<file path="config.mk">
export PLATFORM = sky130hd
export DESIGN_NAME = skvt_ctrl
export DESIGN_NICKNAME = d
export VERILOG_FILES = /design/src/sv/skvt_pkg.sv /design/src/sv/skvt_ctrl.sv
export SDC_FILE = /design/constraint.sdc
export NUM_CORES = 1
export LEC_CHECK = 0
export BUFFER_PORTS_ARGS = -buffer_cell sky130_fd_sc_hd__buf_2
export CORE_AREA = 8 8 45 47
export DETAILED_ROUTE_END_ITERATION = 8
export DIE_AREA = 0 0 53 55
export GPL_ROUTABILITY_DRIVEN = 0
export GPL_TIMING_DRIVEN = 0
export PLACE_DENSITY = 0.3
export SLEW_MARGIN = 20
export SYNTH_ARGS = -nofsm -noshare
export SYNTH_HDL_FRONTEND = slang
export SYNTH_SLANG_ARGS = --single-unit
</file>
<file path="constraint.sdc">
create_clock -name clk -period 0.8 [get_ports clk]
set_input_delay 0.08 -clock clk [delete_from_list [all_inputs] [get_ports clk]]
set_output_delay 0.08 -clock clk [all_outputs]
set_load 0.005 [all_outputs]
</file>
<file path="src/sv/skvt_pkg.sv">
// ----------------------------------------------------------------------------
// skvt_pkg
// Shared codes and types of the sorted key-value table.
// ----------------------------------------------------------------------------
package skvt_pkg;

  localparam int CMD_W    = 3;
  localparam int STATUS_W = 3;
  localparam int RANK_W   = 6;

  localparam logic [CMD_W-1:0] CMD_INSERT   = 3'd0;
  localparam logic [CMD_W-1:0] CMD_UPDATE   = 3'd1;
  localparam logic [CMD_W-1:0] CMD_UPSERT   = 3'd2;
  localparam logic [CMD_W-1:0] CMD_ERASE    = 3'd3;
  localparam logic [CMD_W-1:0] CMD_GET_KEY  = 3'd4;
  localparam logic [CMD_W-1:0] CMD_GET_RANK = 3'd5;

  localparam logic [STATUS_W-1:0] ST_DONE    = 3'd0;
  localparam logic [STATUS_W-1:0] ST_PRESENT = 3'd1;
  localparam logic [STATUS_W-1:0] ST_ABSENT  = 3'd2;
  localparam logic [STATUS_W-1:0] ST_RANK    = 3'd3;
  localparam logic [STATUS_W-1:0] ST_FULL    = 3'd4;

  typedef enum logic [1:0] {
    S_IDLE,
    S_CMP,
    S_APPLY
  } state_t;

  typedef struct packed {
    logic load;
    logic compare;
    logic apply;
  } ctl_t;

endpackage

</file>
<file path="src/sv/skvt_ctrl.sv">
// ----------------------------------------------------------------------------
// skvt_ctrl
// Command sequencer: load, compare, apply, then result strobe.
// ----------------------------------------------------------------------------
module skvt_ctrl
  import skvt_pkg::*;
(
  input  logic clk,
  input  logic rst_n,
  input  logic start,
  output logic busy,
  output ctl_t ctl,
  output logic out_valid
);

  state_t state_r, state_nxt;
  logic   out_valid_r;

  always_ff @(posedge clk) begin
    if (!rst_n) begin
      state_r     <= S_IDLE;
      out_valid_r <= 1'b0;
    end else begin
      state_r     <= state_nxt;
      out_valid_r <= ctl.apply;
    end
  end

  always_comb begin
    state_nxt = state_r;
    ctl       = '0;
    busy      = 1'b1;
    unique case (state_r)
      S_IDLE: begin
        busy = 1'b0;
        if (start) begin
          ctl.load  = 1'b1;
          state_nxt = S_CMP;
        end
      end
      S_CMP: begin
        ctl.compare = 1'b1;
        state_nxt   = S_APPLY;
      end
      S_APPLY: begin
        ctl.apply = 1'b1;
        state_nxt = S_IDLE;
      end
      default: state_nxt = S_IDLE;
    endcase
  end

  assign out_valid = out_valid_r;

endmodule

</file>
# After elaboration in Yosys (flattened, before gate mapping)
# Cells that the tools add are included.
[word_totals]
reg_bits = 3
out_inout_bits = 5
[op_classes]
eq_ne = 3
muxes = 7
n_reduce_logical = 1
[op_table]
columns = ["operator", "count"]
rows = [
  ["1-bit two-way mux", 5],
  ["2-bit one-hot mux with 2 select lines", 1],
  ["2-bit by 1-bit equality test with 1-bit output, second input constant", 1],
  ["2-bit equality test, second input constant", 1],
  ["2-bit logical NOT", 1],
  ["2-bit two-way mux", 1],
  ["2-bit inequality test, second input constant", 1],
]

# Longest topological paths before layout
# Gate-level depths: netlist of the first run.
[logic_depth]
word_depth = 2
depth_mapped = 2

# Worst setup path after synthesis of the first run
# OpenSTA, ideal clock, no wires.
[synth_path]
path_kind = "flip-flop to output port"
start = "register state_r[1]"
end = "output ctl[1] in the netlist's numbering"
arrival_ns = 0.690
t_required_ns = 0.720
slack_ns = 0.030
path_stages_with_launch = 3
n_path_buf = 1
path_cell_list = "dfxtp_1 -> and2b_2 -> buf_4"
[synth_rtl]
columns = ["item", "line", "source"]
rows = [
  ["from (decl)", "skvt_ctrl.sv:16", "state_t state_r, state_nxt;"],
  ["from (signal assigned)", "skvt_ctrl.sv:24", "state_r <= state_nxt;"],
  ["to (decl)", "skvt_ctrl.sv:12", "output ctl_t ctl,"],
]

# Worst setup path after layout of the first run
[layout_path]
start = "register state_r[0]"
end = "output busy"
[layout_between]
elab_chain_cells = 2
[layout_lines]
columns = ["item", "line", "source"]
rows = [
  ["2-bit logical NOT", "skvt_ctrl.sv:33", "unique case (state_r)"],
  ["1-bit two-way mux", "skvt_ctrl.sv:33", ""],
  ["to (decl)", "skvt_ctrl.sv:11", "output logic busy,"],
]
# Every way passes these cells.

==> metrics.yaml, run 1 <==
run_status:
  status: "complete, but fails checks"
  violations: "setup timing"
synthesis:
  ys_ff_latch: 3
  ys.warnings.count: 0
  ys_seq_area_share_pct: 45.71
  synth.distinct_cells: 7
  avgSynthCellArea_sq_um: 11.94
  synth_nets: 14
  synth_cells: 11
  synth_area_sq_um: 131.4
timing:
  finalHoldViolCount: 0
  slew_violations: 0
  finalClockSkew_ns: 0.001304
  finalSetupViolCount: 4
  min_period_ns: 1.015
  rsz0062_at_grt: "yes"
  fmax_ghz: 0.9852
  worst_slew_pin_slew_ns: 0.1078
  hold_slack_ns: 0.1430
  fin_ws_ns: -0.2150
  max-slew-margin-rel_pct: 92.78
  finalCritPeriodShare_pct: 126.9
critical_path:
  startpoint_type: "register"
  arrival_ns: 0.94
  critPathKind: "register to primary output"
  crit_fanout: 7
  cp-end-kind: "primary output"
  worst-endpoint-required_ns: 0.72
drt:
  first_pass_iters: 1
  drt_wl_total_microns: 329
  ant_nets: 0
  drtIter0Drc: 0
  drc_errors: 0
  post_drt_wl_per_cell_microns: 8.658
  num_vias: 114
  post_drt_via_cell_ratio: 3.000
global_routing:
  grt_pass1_vias: 133
  grt.total_usage_pct: 2.673
  gr-total-overflow: 0
  grt_pass1_wl_microns: 503
  antenna_found_initial: 0
  grt_max_degree: 8
floorplan:
  io_pins: 8
  die_h_microns: 55
  dieArea_sq_um: 2915
  initial_utilization_pct: 9.494
  core-area_sq_um: 1384
  rows: 14
  die_w_microns: 53
cts:
  tritoncts: "built"
  insertion_delay_ns: 0.23
  clk_path_buf_depth: 2
  cts_made_buffers: 3
  numClockSinks: 3
  clkTransAtPathRegs_ns: 0.04
  htree_num_levels: 1
  cts-root-buf: "clkbuf_4"
power:
  clockPowerShare_pct: 53.7
  netSwitchingPower_w: 0.00009943
  power_leakage_nw: 0.1180
  power.total_w: 0.0004865
  p_int_w: 0.0003871
  swShare_pct: 20.44
  p_comb_share_pct: 12.6
  vdd_drop_max_v: 0.0009953
  powerDensity_nw_per_um2: 2015
  power_frac_seq_pct: 33.6
final_layout:
  multi_input_area_sq_um: 71.32
  fill_cells: 153
  regArea_sq_um: 65.06
  antenna_cells: 0
  final_layout_size_suffix_gt1_share_pct: 90.91
  nNetsFinal: 26
  area_growth_pct: 83.81
  fin_cells: 38
  fin_area_sq_um: 241.5
hold_path:
  worstHoldPathType: "input pin to register"
placement:
  dp.cells: 34
  dpl_cell_area_sq_um: 186.4
  port_buffers: 7
  dp_slack_ns: -0.1257
run:
  max_cap_viol_count: 0
## logic make-up after synthesis
group | after synthesis | synth area share, %
simple gates | 7 | 48.58
buf+inv | 1 | 5.716
flops | 3 | 45.72
## power by group through the flow
| stage | clock, W | combinational (W) | sequential, W |
|---|---|---|---|
| 2_1_floorplan | 0 | 0.0000256 | 0.000164 |
| 3_3_place_gp | 0 | 0.0000461 | 0.000166 |
| 3_5_place_dp | 0 | 0.0000466 | 0.000166 |
| 4_1_cts | 0.000278 | 0.0000623 | 0.000163 |
| 5_1_grt | 0.000295 | 0.0000675 | 0.000165 |
| 6_report | 0.000261 | 0.0000615 | 0.000164 |
## routing by layer
metal  part of all wire [%]  global-route usage, %  vias to the layer above
li1                       -                      -                       60
met1                     53                  2.572                       46
met2                     25                  2.930                        8
met3                     22                  4.545                        0
met4                      0                      0                        0
met5                      0                      0                        -
## path summary, 6_finish.rpt
check / slack (ns) / cells after the start / endpoint / from
worst min-delay path: 0.14 / 2 / state_r[1]$_SDFFE_PN0P_ / rst_n
worst max register to register: 0.02 / 2 / state_r[0]$_SDFFE_PN0P_ / state_r[1]$_SDFFE_PN0P_
worst max-delay path: -0.22 / 2 / busy / state_r[0]$_SDFFE_PN0P_
worst min register to register: 0.57 / 1 / state_r[1]$_SDFFE_PN0P_ / state_r[0]$_SDFFE_PN0P_
## state kept, by name, summed over array words and instances, names as in the netlist
signal	cells
state_r	2
out_valid	1
## placed cells by master, fill, tap and decap left out
| cell type | netlist | final |
|---|---|---|
| clkbuf_4 | 0 | 3 |
| or2_4 | 0 | 1 |
| and4bb_2 | 1 | 1 |
| nor3b_2 | 0 | 1 |
| and2b_2 | 2 | 2 |
| and3b_2 | 2 | 2 |
| buf_6 | 0 | 3 |
| dfxtp_2 | 0 | 1 |
| dfxtp_4 | 0 | 1 |
| dfxtp_1 | 3 | 1 |
| buf_2 | 0 | 5 |
| clkbuf_1 | 0 | 1 |
## synthesized netlist by cell type, drive strengths merged
master	number	area share, %
dfxtp	3	46
nor3b	1	5.7
buf	1	5.7
or2	1	4.8
and2b	2	13
and3b	2	15
and4bb	1	9.5
## critical path, cell delays in order (launching register included)
cell and delay, ns:
dfxtp_4 0.35, or2_4 0.24, buf_6 0.11
## layout make-up
class | instances | area share, %
clock buffers | 4 | 10.88
multi-input cells | 7 | 29.53
flip-flops and latches | 3 | 26.94
well taps | 16 | 8.290
repair buffers | 8 | 24.35
## what timing repair did
item | in CTS | in global routing
hold buffers | 0 | 0
pin swaps | 1 | 1
gates cloned | 0 | 0
buffers inserted | 1 | 0
resized for setup | 8 | 0
endpoints found under the setup margin | 4 | 5
## through the flow
step | setup TNS, ns | util, %
2_1_floorplan | 0 | -
3_5_place_dp | -0.1765 | 13.47
6_report | -0.8065 | 17.45
5_1_grt | -0.9902 | 17.45
4_1_cts | -0.8803 | 17.45
3_3_place_gp | -0.1365 | 13.47
(Power assumes the default switching activity.)
==> run 2, diff against run 1 <==
--- a/config.mk
+++ b/config.mk
@@ -6,9 +6,9 @@
 export NUM_CORES = 1
 export LEC_CHECK = 0
 export BUFFER_PORTS_ARGS = -buffer_cell sky130_fd_sc_hd__buf_2
-export CORE_AREA = 8 8 45 47
+export CORE_AREA = 2 2 39 41
 export DETAILED_ROUTE_END_ITERATION = 8
-export DIE_AREA = 0 0 53 55
+export DIE_AREA = 0 0 41 43
 export GPL_ROUTABILITY_DRIVEN = 0
 export GPL_TIMING_DRIVEN = 0
 export PLACE_DENSITY = 0.3
==> metrics.yaml, run 2 (synthesis gave the netlist of run 1 again) <==
run_status:
  status: "complete, but fails checks"
  violations: "setup timing"
final_layout:
  fill_cells: 155
  final_layout_size_suffix_gt1_share_pct: 90.91
  area_growth_pct: 83.81
  final_common_cell: "buf_2"
  final_cell_mix: "buf_2 (5), clkbuf_4 (3), buf_6 (3), and2b_2 (2), and3b_2 (2)"
  antenna_cells: 0
  nNetsFinal: 26
  fin_cells: 38
  top_register: "state_r"
  largest_reg_flops: 2
drt:
  drt_wl_total_microns: 279
  drc_errors: 0
  first_pass_iters: 2
  ant_nets: 0
  drtIter0Drc: 5
  num_vias: 111
  post_drt_via_cell_ratio: 2.921
  post_drt_wl_per_cell_microns: 7.342
global_routing:
  gr-usage-met2_pct: 4.063
  grt_pass1_wl_microns: 469
  antenna_found_initial: 0
  grt.total_usage_pct: 4.714
  gr-total-overflow: 0
  met1_usage_pct: 5.128
  grt_max_degree: 8
  grt_pass1_vias: 110
  met3_usage_pct: 6.283
  busiest_layer: "met3"
floorplan:
  die_h_microns: 43
  rows: 14
  die_w_microns: 41
  core-area_sq_um: 1384
  initial_utilization_pct: 9.494
  dieArea_sq_um: 1763
  io_pins: 8
cts:
  clkTransAtPathRegs_ns: 0.04
  cts-root-buf: "clkbuf_4"
  clk_path_buf_depth: 2
  tritoncts: "built"
  htree_num_levels: 1
  cts_made_buffers: 3
  numClockSinks: 3
  postCtsHoldBufs: 0
  insertion_delay_ns: 0.23
hold_path:
  hp-start: "rst_n"
  worst_hold_path.endpoint: "state_r[1]$_SDFFE_PN0P_"
  whs_path_depth: 2
  worstHoldPathType: "input pin to register"
critical_path:
  rr_endpoint: "state_r[0]$_SDFFE_PN0P_"
  worst_r2r_path_depth: 2
  startpoint_type: "register"
  critPathKind: "register to primary output"
  worst-endpoint-required_ns: 0.72
  r2r-start: "state_r[1]$_SDFFE_PN0P_"
  crit_fanout: 5
  arrival_ns: 0.95
  r2r_setup_slack_ns: 0.03
  cp-end-kind: "primary output"
placement:
  dp.cells: 34
  port_buffers: 7
timing:
  finalClockSkew_ns: 0.0008198
  slew_violations: 0
  final.setup.tns_ns: -0.8153
  rsz0062_at_grt: "yes"
  fmax_ghz: 0.9665
  hold_slack_ns: 0.1386
  fin_ws_ns: -0.2346
  worst_slew_pin_slew_ns: 0.1051
  min_period_ns: 1.035
  finalCritPeriodShare_pct: 129.3
  finalSetupViolCount: 4
  max-slew-margin-rel_pct: 92.96
  finalHoldViolCount: 0
run:
  max_cap_viol_count: 0
power:
  vdd_drop_max_v: 0.0007055
  power_leakage_nw: 0.1180
  powerDensity_nw_per_um2: 2019
==> run 2: cell counts in the layout (fill, tap and decap cells not counted) <==
No cell type changed its count.
==> run 2: how the worst max path moves through the flow <==
stage	startpoint	slack (ns)	end
2_1_floorplan	state_r[1]$_SDFFE_PN0P_	0.03	ctl[1]
3_3_place_gp	state_r[1]$_SDFFE_PN0P_	-0.11	ctl[1]
3_5_place_dp	state_r[1]$_SDFFE_PN0P_	-0.13	ctl[1]
4_1_cts	state_r[1]$_SDFFE_PN0P_	-0.25	ctl[0]
5_1_grt	state_r[1]$_SDFFE_PN0P_	-0.28	ctl[0]
6_report	state_r[1]$_SDFFE_PN0P_	-0.23	ctl[0]
==> run 2: per-layer routing <==
layer / wire [microns] / up-vias
met4: 0 / 0
met2: 87 / 8
li1: - / 60
met5: 0 / -
met1: 141 / 43
met3: 50 / 0
==> run 2: critical path: stages, from the launching register on <==
cell	delay (ns)
dfxtp_2	0.32
buf_6	0.12
and2b_2	0.17
buf_2	0.12
==> run 2: cell type report <==
class / instances / area [sq um] / area share, %
clock buffers: 4 / 26.28 / 10.88
repair buffers: 8 / 58.81 / 24.35
flip-flops and latches: 3 / 65.06 / 26.94
well taps: 16 / 20.02 / 8.290
multi-input cells: 7 / 71.32 / 29.53
==> run 2: timing repair <==
item	in CTS	in global routing
endpoints found under the setup margin	4	4
buffers inserted	1	0
resized for setup	7	1
==> run 2: through the flow <==
step                worst slack [ns]  instance area (sq um)  total power, W  util [%]
floorplan                    0.03001                  131.4       0.0001899         -
global placement             -0.1068                  186.4       0.0002104     13.47
detailed placement           -0.1273                  186.4       0.0002118     13.47
CTS                          -0.2468                  236.5       0.0005060     17.09
finish                       -0.2346                  241.5       0.0004875     17.45
global route                 -0.2805                  241.5       0.0005309     17.45
==> run 2: power breakdown <==
group	total [W]	internal, W	switching, W
sequential	0.000163	0.000156	0.00000668
combinational	0.0000608	0.0000440	0.0000168
clock	0.000264	0.000187	0.0000769
